--- src/ffr_pkg.sv ---
// ---------------------------------------------------------------------------
// ffr_pkg
// Shared types, sizes and helpers for the ring FIFO with indexed read.
// ---------------------------------------------------------------------------
package ffr_pkg;

  // Storage sizes
  localparam int DEPTH     = 64;
  localparam int DATA_BITS = 32;
  localparam int PTR_W     = (DEPTH > 1) ? $clog2(DEPTH) : 1;
  localparam int CNT_W     = $clog2(DEPTH + 1);

  // Fixed field widths of the transaction payloads
  localparam int OP_W   = 3;
  localparam int WORD_W = 32;
  localparam int IDX_W  = 6;
  localparam int LEN_W  = 7;

  // Operation codes
  typedef enum logic [OP_W-1:0] {
    OP_PUSH       = 3'd0,
    OP_POP        = 3'd1,
    OP_TRAV_START = 3'd2,
    OP_TRAV_AT    = 3'd3,
    OP_RANGE      = 3'd4
  } op_t;

  typedef struct packed {
    logic [OP_W-1:0]   op;
    logic [WORD_W-1:0] push_data;
    logic [IDX_W-1:0]  index;
    logic [IDX_W-1:0]  end_index;
  } in_item_t;

  typedef struct packed {
    logic              ok;
    logic [WORD_W-1:0] data;
    logic              has_data;
    logic [IDX_W-1:0]  next_index;
    logic [LEN_W-1:0]  length;
    logic [IDX_W-1:0]  head_slot;
    logic [IDX_W-1:0]  tail_slot;
    logic              is_empty;
    logic              is_full;
    logic              last;
  } out_item_t;

  // Reduce a slot number modulo DEPTH by binary compare and subtract
  function automatic logic [PTR_W-1:0] mod_depth(input logic [IDX_W-1:0] v);
    logic [IDX_W-1:0] r;
    r = v;
    for (int k = IDX_W - 1; k >= 0; k--) begin
      if (int'(r) >= (DEPTH << k)) begin
        r = r - IDX_W'(DEPTH << k);
      end
    end
    return PTR_W'(r);
  endfunction

  // Advance a slot pointer with wraparound
  function automatic logic [PTR_W-1:0] inc_ptr(input logic [PTR_W-1:0] p);
    return (p == PTR_W'(DEPTH - 1)) ? '0 : p + 1'b1;
  endfunction

endpackage

--- src/ffr_ram.sv ---
// ---------------------------------------------------------------------------
// ffr_ram
// Generic single-write, single-read RAM with registered read data.
// ---------------------------------------------------------------------------
module ffr_ram #(
  parameter int WIDTH = 32,
  parameter int DEPTH = 64
) (
  input  logic                     clk,
  input  logic                     we,
  input  logic [$clog2(DEPTH)-1:0] waddr,
  input  logic [WIDTH-1:0]         wdata,
  input  logic                     re,
  input  logic [$clog2(DEPTH)-1:0] raddr,
  output logic [WIDTH-1:0]         rdata
);

  logic [WIDTH-1:0] mem [DEPTH];

  // Write port
  always_ff @(posedge clk) begin
    if (we) begin
      mem[waddr] <= wdata;
    end
  end

  // Registered read port, hold data when not reading
  always_ff @(posedge clk) begin
    if (re) begin
      rdata <= mem[raddr];
    end
  end

endmodule

--- src/ffr_seq.sv ---
// ---------------------------------------------------------------------------
// ffr_seq
// Operation sequencer: pointers, fill count, slot valid bits and the
// write and read access to the slot RAM; one operation at a time.
// ---------------------------------------------------------------------------
module ffr_seq import ffr_pkg::*; (
  input  logic      clk,
  input  logic      rst_n,
  input  logic      in_valid,
  output logic      in_stall,
  input  in_item_t  in_data,
  output logic      res_valid,
  input  logic      res_ready,
  output out_item_t res_data
);

  typedef enum logic {
    S_IDLE,
    S_RESULT
  } state_t;

  state_t            state_r, state_nxt;
  logic [PTR_W-1:0]  head_r, head_nxt;
  logic [PTR_W-1:0]  tail_r, tail_nxt;
  logic [CNT_W-1:0]  cnt_r, cnt_nxt;
  logic [DEPTH-1:0]  vld_r, vld_nxt;
  logic              vld_q_r, vld_q_nxt;

  // Per-transaction result fields
  logic              ok_r, ok_nxt;
  logic              has_r, has_nxt;
  logic              range_r, range_nxt;
  logic [IDX_W-1:0]  nidx_r, nidx_nxt;
  logic [LEN_W-1:0]  len_r, len_nxt;
  logic [PTR_W-1:0]  cur_r, cur_nxt;
  logic [CNT_W-1:0]  rem_r, rem_nxt;

  // RAM access
  logic              ram_we;
  logic [PTR_W-1:0]  ram_waddr;
  logic [DATA_BITS-1:0] ram_wdata;
  logic              ram_re;
  logic [PTR_W-1:0]  ram_raddr;
  logic [DATA_BITS-1:0] ram_rdata;

  logic [PTR_W-1:0]  idx_m;
  logic [PTR_W-1:0]  end_m;
  logic [CNT_W-1:0]  win_off;
  logic [CNT_W-1:0]  span;
  logic              is_last;

  ffr_ram #(
    .WIDTH (DATA_BITS),
    .DEPTH (DEPTH)
  ) u_ram (
    .clk   (clk),
    .we    (ram_we),
    .waddr (ram_waddr),
    .wdata (ram_wdata),
    .re    (ram_re),
    .raddr (ram_raddr),
    .rdata (ram_rdata)
  );

  // Decode slot numbers, window offset and range length
  always_comb begin
    idx_m   = mod_depth(in_data.index);
    end_m   = mod_depth(in_data.end_index);
    win_off = (idx_m >= head_r) ? CNT_W'(idx_m) - CNT_W'(head_r)
                                : CNT_W'(idx_m) + CNT_W'(DEPTH) - CNT_W'(head_r);
    span    = (idx_m <= end_m) ? CNT_W'(end_m) - CNT_W'(idx_m) + 1'b1
                               : CNT_W'(end_m) + CNT_W'(DEPTH) + 1'b1 - CNT_W'(idx_m);
  end

  assign is_last  = !range_r || (rem_r == CNT_W'(1));
  assign in_stall = (state_r != S_IDLE);

  // Sequence operations
  always_comb begin
    state_nxt = state_r;
    head_nxt  = head_r;
    tail_nxt  = tail_r;
    cnt_nxt   = cnt_r;
    ok_nxt    = ok_r;
    has_nxt   = has_r;
    range_nxt = range_r;
    nidx_nxt  = nidx_r;
    len_nxt   = len_r;
    cur_nxt   = cur_r;
    rem_nxt   = rem_r;
    ram_we    = 1'b0;
    ram_waddr = inc_ptr(tail_r);
    ram_wdata = DATA_BITS'(in_data.push_data);
    ram_re    = 1'b0;
    ram_raddr = head_r;
    res_valid = 1'b0;

    unique case (state_r)
      S_IDLE: begin
        if (in_valid) begin
          state_nxt = S_RESULT;
          ok_nxt    = 1'b0;
          has_nxt   = 1'b0;
          range_nxt = 1'b0;
          nidx_nxt  = '0;
          len_nxt   = LEN_W'(cnt_r);
          unique case (in_data.op)
            OP_PUSH: begin
              if (cnt_r != CNT_W'(DEPTH)) begin
                tail_nxt = inc_ptr(tail_r);
                ram_we   = 1'b1;
                cnt_nxt  = cnt_r + 1'b1;
                ok_nxt   = 1'b1;
                len_nxt  = LEN_W'(cnt_r + 1'b1);
              end
            end
            OP_POP: begin
              if (cnt_r != '0) begin
                ram_re    = 1'b1;
                ram_raddr = head_r;
                head_nxt  = inc_ptr(head_r);
                cnt_nxt   = cnt_r - 1'b1;
                ok_nxt    = 1'b1;
                has_nxt   = 1'b1;
                len_nxt   = LEN_W'(cnt_r - 1'b1);
              end
            end
            OP_TRAV_START: begin
              nidx_nxt = IDX_W'(head_r);
            end
            OP_TRAV_AT: begin
              if ((cnt_r != '0) && (win_off < cnt_r)) begin
                ram_re    = 1'b1;
                ram_raddr = idx_m;
                ok_nxt    = 1'b1;
                has_nxt   = 1'b1;
                nidx_nxt  = IDX_W'(inc_ptr(idx_m));
              end else begin
                nidx_nxt  = IDX_W'(inc_ptr(head_r));
              end
            end
            OP_RANGE: begin
              ram_re    = 1'b1;
              ram_raddr = idx_m;
              has_nxt   = 1'b1;
              range_nxt = 1'b1;
              cur_nxt   = idx_m;
              rem_nxt   = span;
              len_nxt   = LEN_W'(span);
            end
            default: begin
            end
          endcase
        end
      end
      S_RESULT: begin
        res_valid = 1'b1;
        if (res_ready) begin
          if (is_last) begin
            state_nxt = S_IDLE;
          end else begin
            // Fetch the next slot of the range while this one is taken
            cur_nxt   = inc_ptr(cur_r);
            rem_nxt   = rem_r - 1'b1;
            ram_re    = 1'b1;
            ram_raddr = inc_ptr(cur_r);
          end
        end
      end
      default: begin
        state_nxt = S_IDLE;
      end
    endcase
  end

  // Track written slots and the valid bit of the slot being read
  always_comb begin
    vld_nxt   = vld_r;
    vld_q_nxt = vld_q_r;
    if (ram_we) begin
      vld_nxt[ram_waddr] = 1'b1;
    end
    if (ram_re) begin
      vld_q_nxt = vld_r[ram_raddr];
    end
  end

  // Hold state and registered result fields
  always_ff @(posedge clk) begin
    if (!rst_n) begin
      state_r <= S_IDLE;
      head_r  <= '0;
      tail_r  <= PTR_W'(DEPTH - 1);
      cnt_r   <= '0;
      vld_r   <= '0;
      vld_q_r <= 1'b0;
      ok_r    <= 1'b0;
      has_r   <= 1'b0;
      range_r <= 1'b0;
      nidx_r  <= '0;
      len_r   <= '0;
      cur_r   <= '0;
      rem_r   <= '0;
    end else begin
      state_r <= state_nxt;
      head_r  <= head_nxt;
      tail_r  <= tail_nxt;
      cnt_r   <= cnt_nxt;
      vld_r   <= vld_nxt;
      vld_q_r <= vld_q_nxt;
      ok_r    <= ok_nxt;
      has_r   <= has_nxt;
      range_r <= range_nxt;
      nidx_r  <= nidx_nxt;
      len_r   <= len_nxt;
      cur_r   <= cur_nxt;
      rem_r   <= rem_nxt;
    end
  end

  // Assemble the result; unwritten slots read as zero
  always_comb begin
    res_data.ok         = ok_r;
    res_data.data       = (has_r && vld_q_r) ? WORD_W'(ram_rdata) : '0;
    res_data.has_data   = has_r;
    res_data.next_index = nidx_r;
    res_data.length     = len_r;
    res_data.head_slot  = IDX_W'(head_r);
    res_data.tail_slot  = IDX_W'(tail_r);
    res_data.is_empty   = (cnt_r == '0);
    res_data.is_full    = (cnt_r == CNT_W'(DEPTH));
    res_data.last       = is_last;
  end

endmodule

--- src/ring_fifo_with_indexed_read_core.sv ---
// ---------------------------------------------------------------------------
// ring_fifo_with_indexed_read_core
// Circular FIFO with push, pop, traverse and range read over one slot RAM.
// ---------------------------------------------------------------------------
// Usage:
//   Input channel in_valid / in_stall / in_data carries one operation per
//   transaction: push, pop, traverse start, traverse at index or range read.
//   Result channel out_valid / out_stall / out_data returns the results,
//   each with the fill count or range span, head and tail slots and empty/full flags.
//   Every operation gives one result, except range read, which gives one
//   result per slot from start to end slot with wraparound; the final
//   result of a transaction has last set.
//   A result passes through the RAM read and sequencer result registers,
//   then through the output register, before it appears on out_data.
//   The sequencer takes no new input transaction until the last result of
//   the current one is taken; a range read streams one slot per cycle while
//   out_stall is low.
//   in_stall stays high while a transaction is in progress.
//   Reset: slots read as zero until written (per-slot valid bits), head 0,
//   tail at the last slot, count 0; the block takes input right after reset.
//   While out_stall is high and out_valid is set, the output register holds
//   and the sequencer waits; no result is lost or repeated.
// ---------------------------------------------------------------------------
module ring_fifo_with_indexed_read_core import ffr_pkg::*; (
  input  logic      clk,
  input  logic      rst_n,
  input  logic      in_valid,
  output logic      in_stall,
  input  in_item_t  in_data,
  output logic      out_valid,
  input  logic      out_stall,
  output out_item_t out_data
);

  logic      res_valid;
  logic      res_ready;
  out_item_t res_data;
  logic      out_valid_r;
  out_item_t out_data_r;

  ffr_seq u_seq (
    .clk       (clk),
    .rst_n     (rst_n),
    .in_valid  (in_valid),
    .in_stall  (in_stall),
    .in_data   (in_data),
    .res_valid (res_valid),
    .res_ready (res_ready),
    .res_data  (res_data)
  );

  // Take a new result when the output register is free or being drained
  assign res_ready = !out_valid_r || !out_stall;

  // Output register valid
  always_ff @(posedge clk) begin
    if (!rst_n) begin
      out_valid_r <= 1'b0;
    end else if (res_ready) begin
      out_valid_r <= res_valid;
    end
  end

  // Output register payload; hold while stalled
  always_ff @(posedge clk) begin
    if (res_ready && res_valid) begin
      out_data_r <= res_data;
    end
  end

  assign out_valid = out_valid_r;
  assign out_data  = out_data_r;

endmodule

--- config.mk ---
export PLATFORM = sky130hd
export DESIGN_NAME = ring_fifo_with_indexed_read_core
export DESIGN_NICKNAME = d
export VERILOG_FILES = /design/src/ffr_pkg.sv /design/src/ffr_ram.sv /design/src/ffr_seq.sv /design/src/ring_fifo_with_indexed_read_core.sv
export SDC_FILE = /design/constraint.sdc
export NUM_CORES = 2
export LEC_CHECK = 0
export ABC_CLOCK_PERIOD_IN_PS = 10490
export BUFFER_PORTS_ARGS = -buffer_cell sky130_fd_sc_hd__buf_2
export CORE_ASPECT_RATIO = 0.8
export CORE_MARGIN = 2
export CORE_UTILIZATION = 55
export CTS_BUF_LIST = sky130_fd_sc_hd__clkbuf_8
export DETAILED_ROUTE_END_ITERATION = 6
export PLACE_DENSITY = 0.68
export SYNTH_ARGS = -nofsm -noshare
export SYNTH_HDL_FRONTEND = slang
export SYNTH_HIERARCHICAL = 1
export SYNTH_SLANG_ARGS = --single-unit
--- constraint.sdc ---
create_clock -name clk -period 10.49 [get_ports clk]
set_clock_uncertainty 0.05 [all_clocks]
set_input_delay 1.5735 -clock clk [delete_from_list [all_inputs] [get_ports clk]]
set_output_delay 1.5735 -clock clk [all_outputs]
set_load 0.05 [all_outputs]
==> qor.yml <==
cts_buffers: 351
async_reset_ff_frac: 0
synth_ff_type: "edfxtp_1"
ys_warn_count: 6
cts.sinks: 2257
avgSynthCellArea_sq_um: 20.2
p_total_mw: 17.3
critical_path.endpoint_type: "flop"
clk_latency_ps: 1080
dieArea_sq_um: 163000
dp.cells: 6495
cts_tree: "done"
start_util: 0.553
final_nets: 4812
post_cts.repair.setup_buffers: 0
sw_frac_of_total: 0.222
core_sq_um: 159000
ios: 115
track_usage: 0.274
hold_path_class: "reg2reg"
die_h_microns: 362
synth.distinct_cells: 73
cts_hold_buf: 0
crit_fanout: 79
final_common_cell: "edfxtp_1"
synth-edff-count: 2142
area_growth_pct: 11.4
grt_pass1_vias: 45200
finalSetupTns_ps: 0
peakVddDrop_mv: 0.124
hold_viol_final: 0
place.gp.congestion: 0.878
p_int_mw: 13.5
p_per_area_nw_per_um2: 177
htreeDepth: 5
power.share.sequential: 0.573
fin_ws_ps: 2440
seq_area_sq_um: 66600
clkPwrFrac: 0.384
cp.required_ps: 11190
avgViaCountPerCell: 6.47
drt-total-wl_mm: 222
drive_gt1_frac: 0.262
postCtsResizedCells: 0
num_rows: 131
multi_input_area_sq_um: 20500
antenna_found_initial: 12
synth_nets: 4447
wl_met1_mm: 90.3
grt_pass1_wl_mm: 321
period_needed_ps: 8050
status: "complete, no violations"
worst_pin_slew_ps: 1380
synth_area_sq_um: 87900
die_w_microns: 451
synth_top_area_share: 0.732
fill_cells: 11100
maxSlewViolCount: 0
critPathKind: "in2reg"
leakage_nw: 30.5
portBuffers: 114
overflow: 0
vias: 46000
ant_nets: 0
wl_met3_mm: 22.0
hpwl_mm: 121
drt_iter0_drc: 5886
max_slew_margin: 0.0761
yosys-top-cells-area: "edfxtp_1, mux4_2, dfxtp_1, mux2i_1, nor2_1"
postSynthCellCount: 4355
reg2reg_slack_ps: 2710
synth_top_area_cell: "edfxtp_1"
drv_cap: 0
rsz0062_at_grt: "false"
switchingPower_mw: 3.84
ys_ff_latch: 2257
setup_viol: 0
drcViolationCount: 0
pre_cts_slack_ps: 1270
grt_start_max_net_pins: 104
worst_ep_arrival_time_ps: 8750
clockBufferDepth: 4
p_comb_frac: 0.042
cp-start-kind: "input pin"
fmax_mhz: 124
final_cells: 7104
firstDrtPassIters: 5
met2_wirelength_mm: 104
finalCritPeriodShare: 0.768
avgRoutedWirePerCell_microns: 31.2
clkTransAtPathRegs_ps: 60
clockRootBuffer: "clkbuf_8"
timing.hold.ws_ps: 382
highest_layer: "met5"
mostFrequentLayoutCells: "edfxtp_1, mux4_2, clkbuf_8"
ys_seq_area_frac: 0.758
## layer usage
layer	track usage	up-vias
li1	-	18700
met1	0.410	24300
met2	0.417	2553
met3	0.0545	382
met4	0.0771	6
met5	0	-
## synth_stat cells, types with 40 or more instances
cell,number
buf_2,66
dfxtp_1,115
mux2i_1,118
nand3_1,40
o22ai_1,94
edfxtp_1,2142
a21oi_1,157
clkbuf_1,122
mux4_2,546
nand2_1,130
inv_1,41
nor2_1,303
and3_1,44
## cell families (layout without fill, tap and decap cells)
family                     after synthesis  count (layout)  synth area share
DFF                                   2257            2257             0.758
muxes                                  667             667             0.154
and+or+nand+nor                        627             627            0.0318
AOI/OAI and AO/OA                      449             449            0.0327
buffers and inverters                  286             898            0.0149
adders and majority gates               41              41           0.00601
xor gates and xnor gates                28              28           0.00279
other                                    0               9                 0
## worst paths after layout
path | startpoint | end | cells past startpoint
min reg2reg | u_seq/len_r[3]$_SDFFE_PN0P_ | out_data[18]$_DFFE_PP_ | 0
max reg2reg | u_seq/head_r[0]$_SDFFE_PN0P_ | u_seq/u_ram/rdata[13]$_DFFE_PP_ | 25
min | u_seq/len_r[3]$_SDFFE_PN0P_ | out_data[18]$_DFFE_PP_ | 0
max | in_data[6] | u_seq/u_ram/rdata[13]$_DFFE_PP_ | 27
## cell type report
| class | count | area share |
|---|---|---|
| Sequential cell | 2257 | 0.681 |
| Timing Repair Buffer | 255 | 0.0183 |
| Clock buffer | 359 | 0.0505 |
| Multi-Input combinational cell | 1812 | 0.209 |
| Tap cell | 2128 | 0.0272 |
| Clock inverter | 241 | 0.0119 |
| Inverter | 43 | 0.00180 |
| Antenna cell | 9 | 0.000230 |
## registers in the layout, indices dropped and copies added, names as in the netlist
name	count
u_seq/cnt_r	7
u_seq/nidx_r	6
u_seq/u_ram/rdata	32
u_seq/vld_r	64
u_seq/len_r	7
u_seq/vld_q_r	1
out_data	62
u_seq/has_r	1
u_seq/tail_r	6
u_seq/range_r	1
u_seq/head_r	6
u_seq/u_ram/mem	2048
u_seq/ok_r	1
u_seq/in_stall	1
u_seq/rem_r	7
out_valid	1
u_seq/cur_r	6
## through the flow
stage,area (sq um),utilization
4_1_cts,97800,0.615
6_report,97900,0.616
3_5_place_dp,91700,0.577
3_3_place_gp,91700,0.577
5_1_grt,97900,0.616
2_1_floorplan,87900,-
## power groups by stage
stage	Combinational, mW	Sequential (mW)	Clock [mW]
2_1_floorplan	0.389	10.1	0
3_3_place_gp	0.725	10.1	0
3_5_place_dp	0.737	10.1	0
4_1_cts	0.738	9.92	6.76
5_1_grt	0.789	9.92	7.15
6_report	0.735	9.92	6.64
## worst max-delay path: stages
cell and delay, ps:
buf_2 190, inv_1 130, ha_1 330, nand2b_1 150, a21o_1 170, a21oi_1 180, o21ai_0 120, a21oi_1 190
mux2i_1 100, a21o_1 180, a21o_1 190, a21o_1 180, a21oi_1 190, xnor2_1 150, ha_1 260, nand2_1 60
nor2_1 60, or4_4 540, o21ai_2 400, a221oi_4 130, buf_4 240, inv_8 620, buf_12 400, mux4_2 570
mux4_2 540, o22ai_1 470, nor2_1 140
Note: power is estimated with default switching activity, not from simulation.
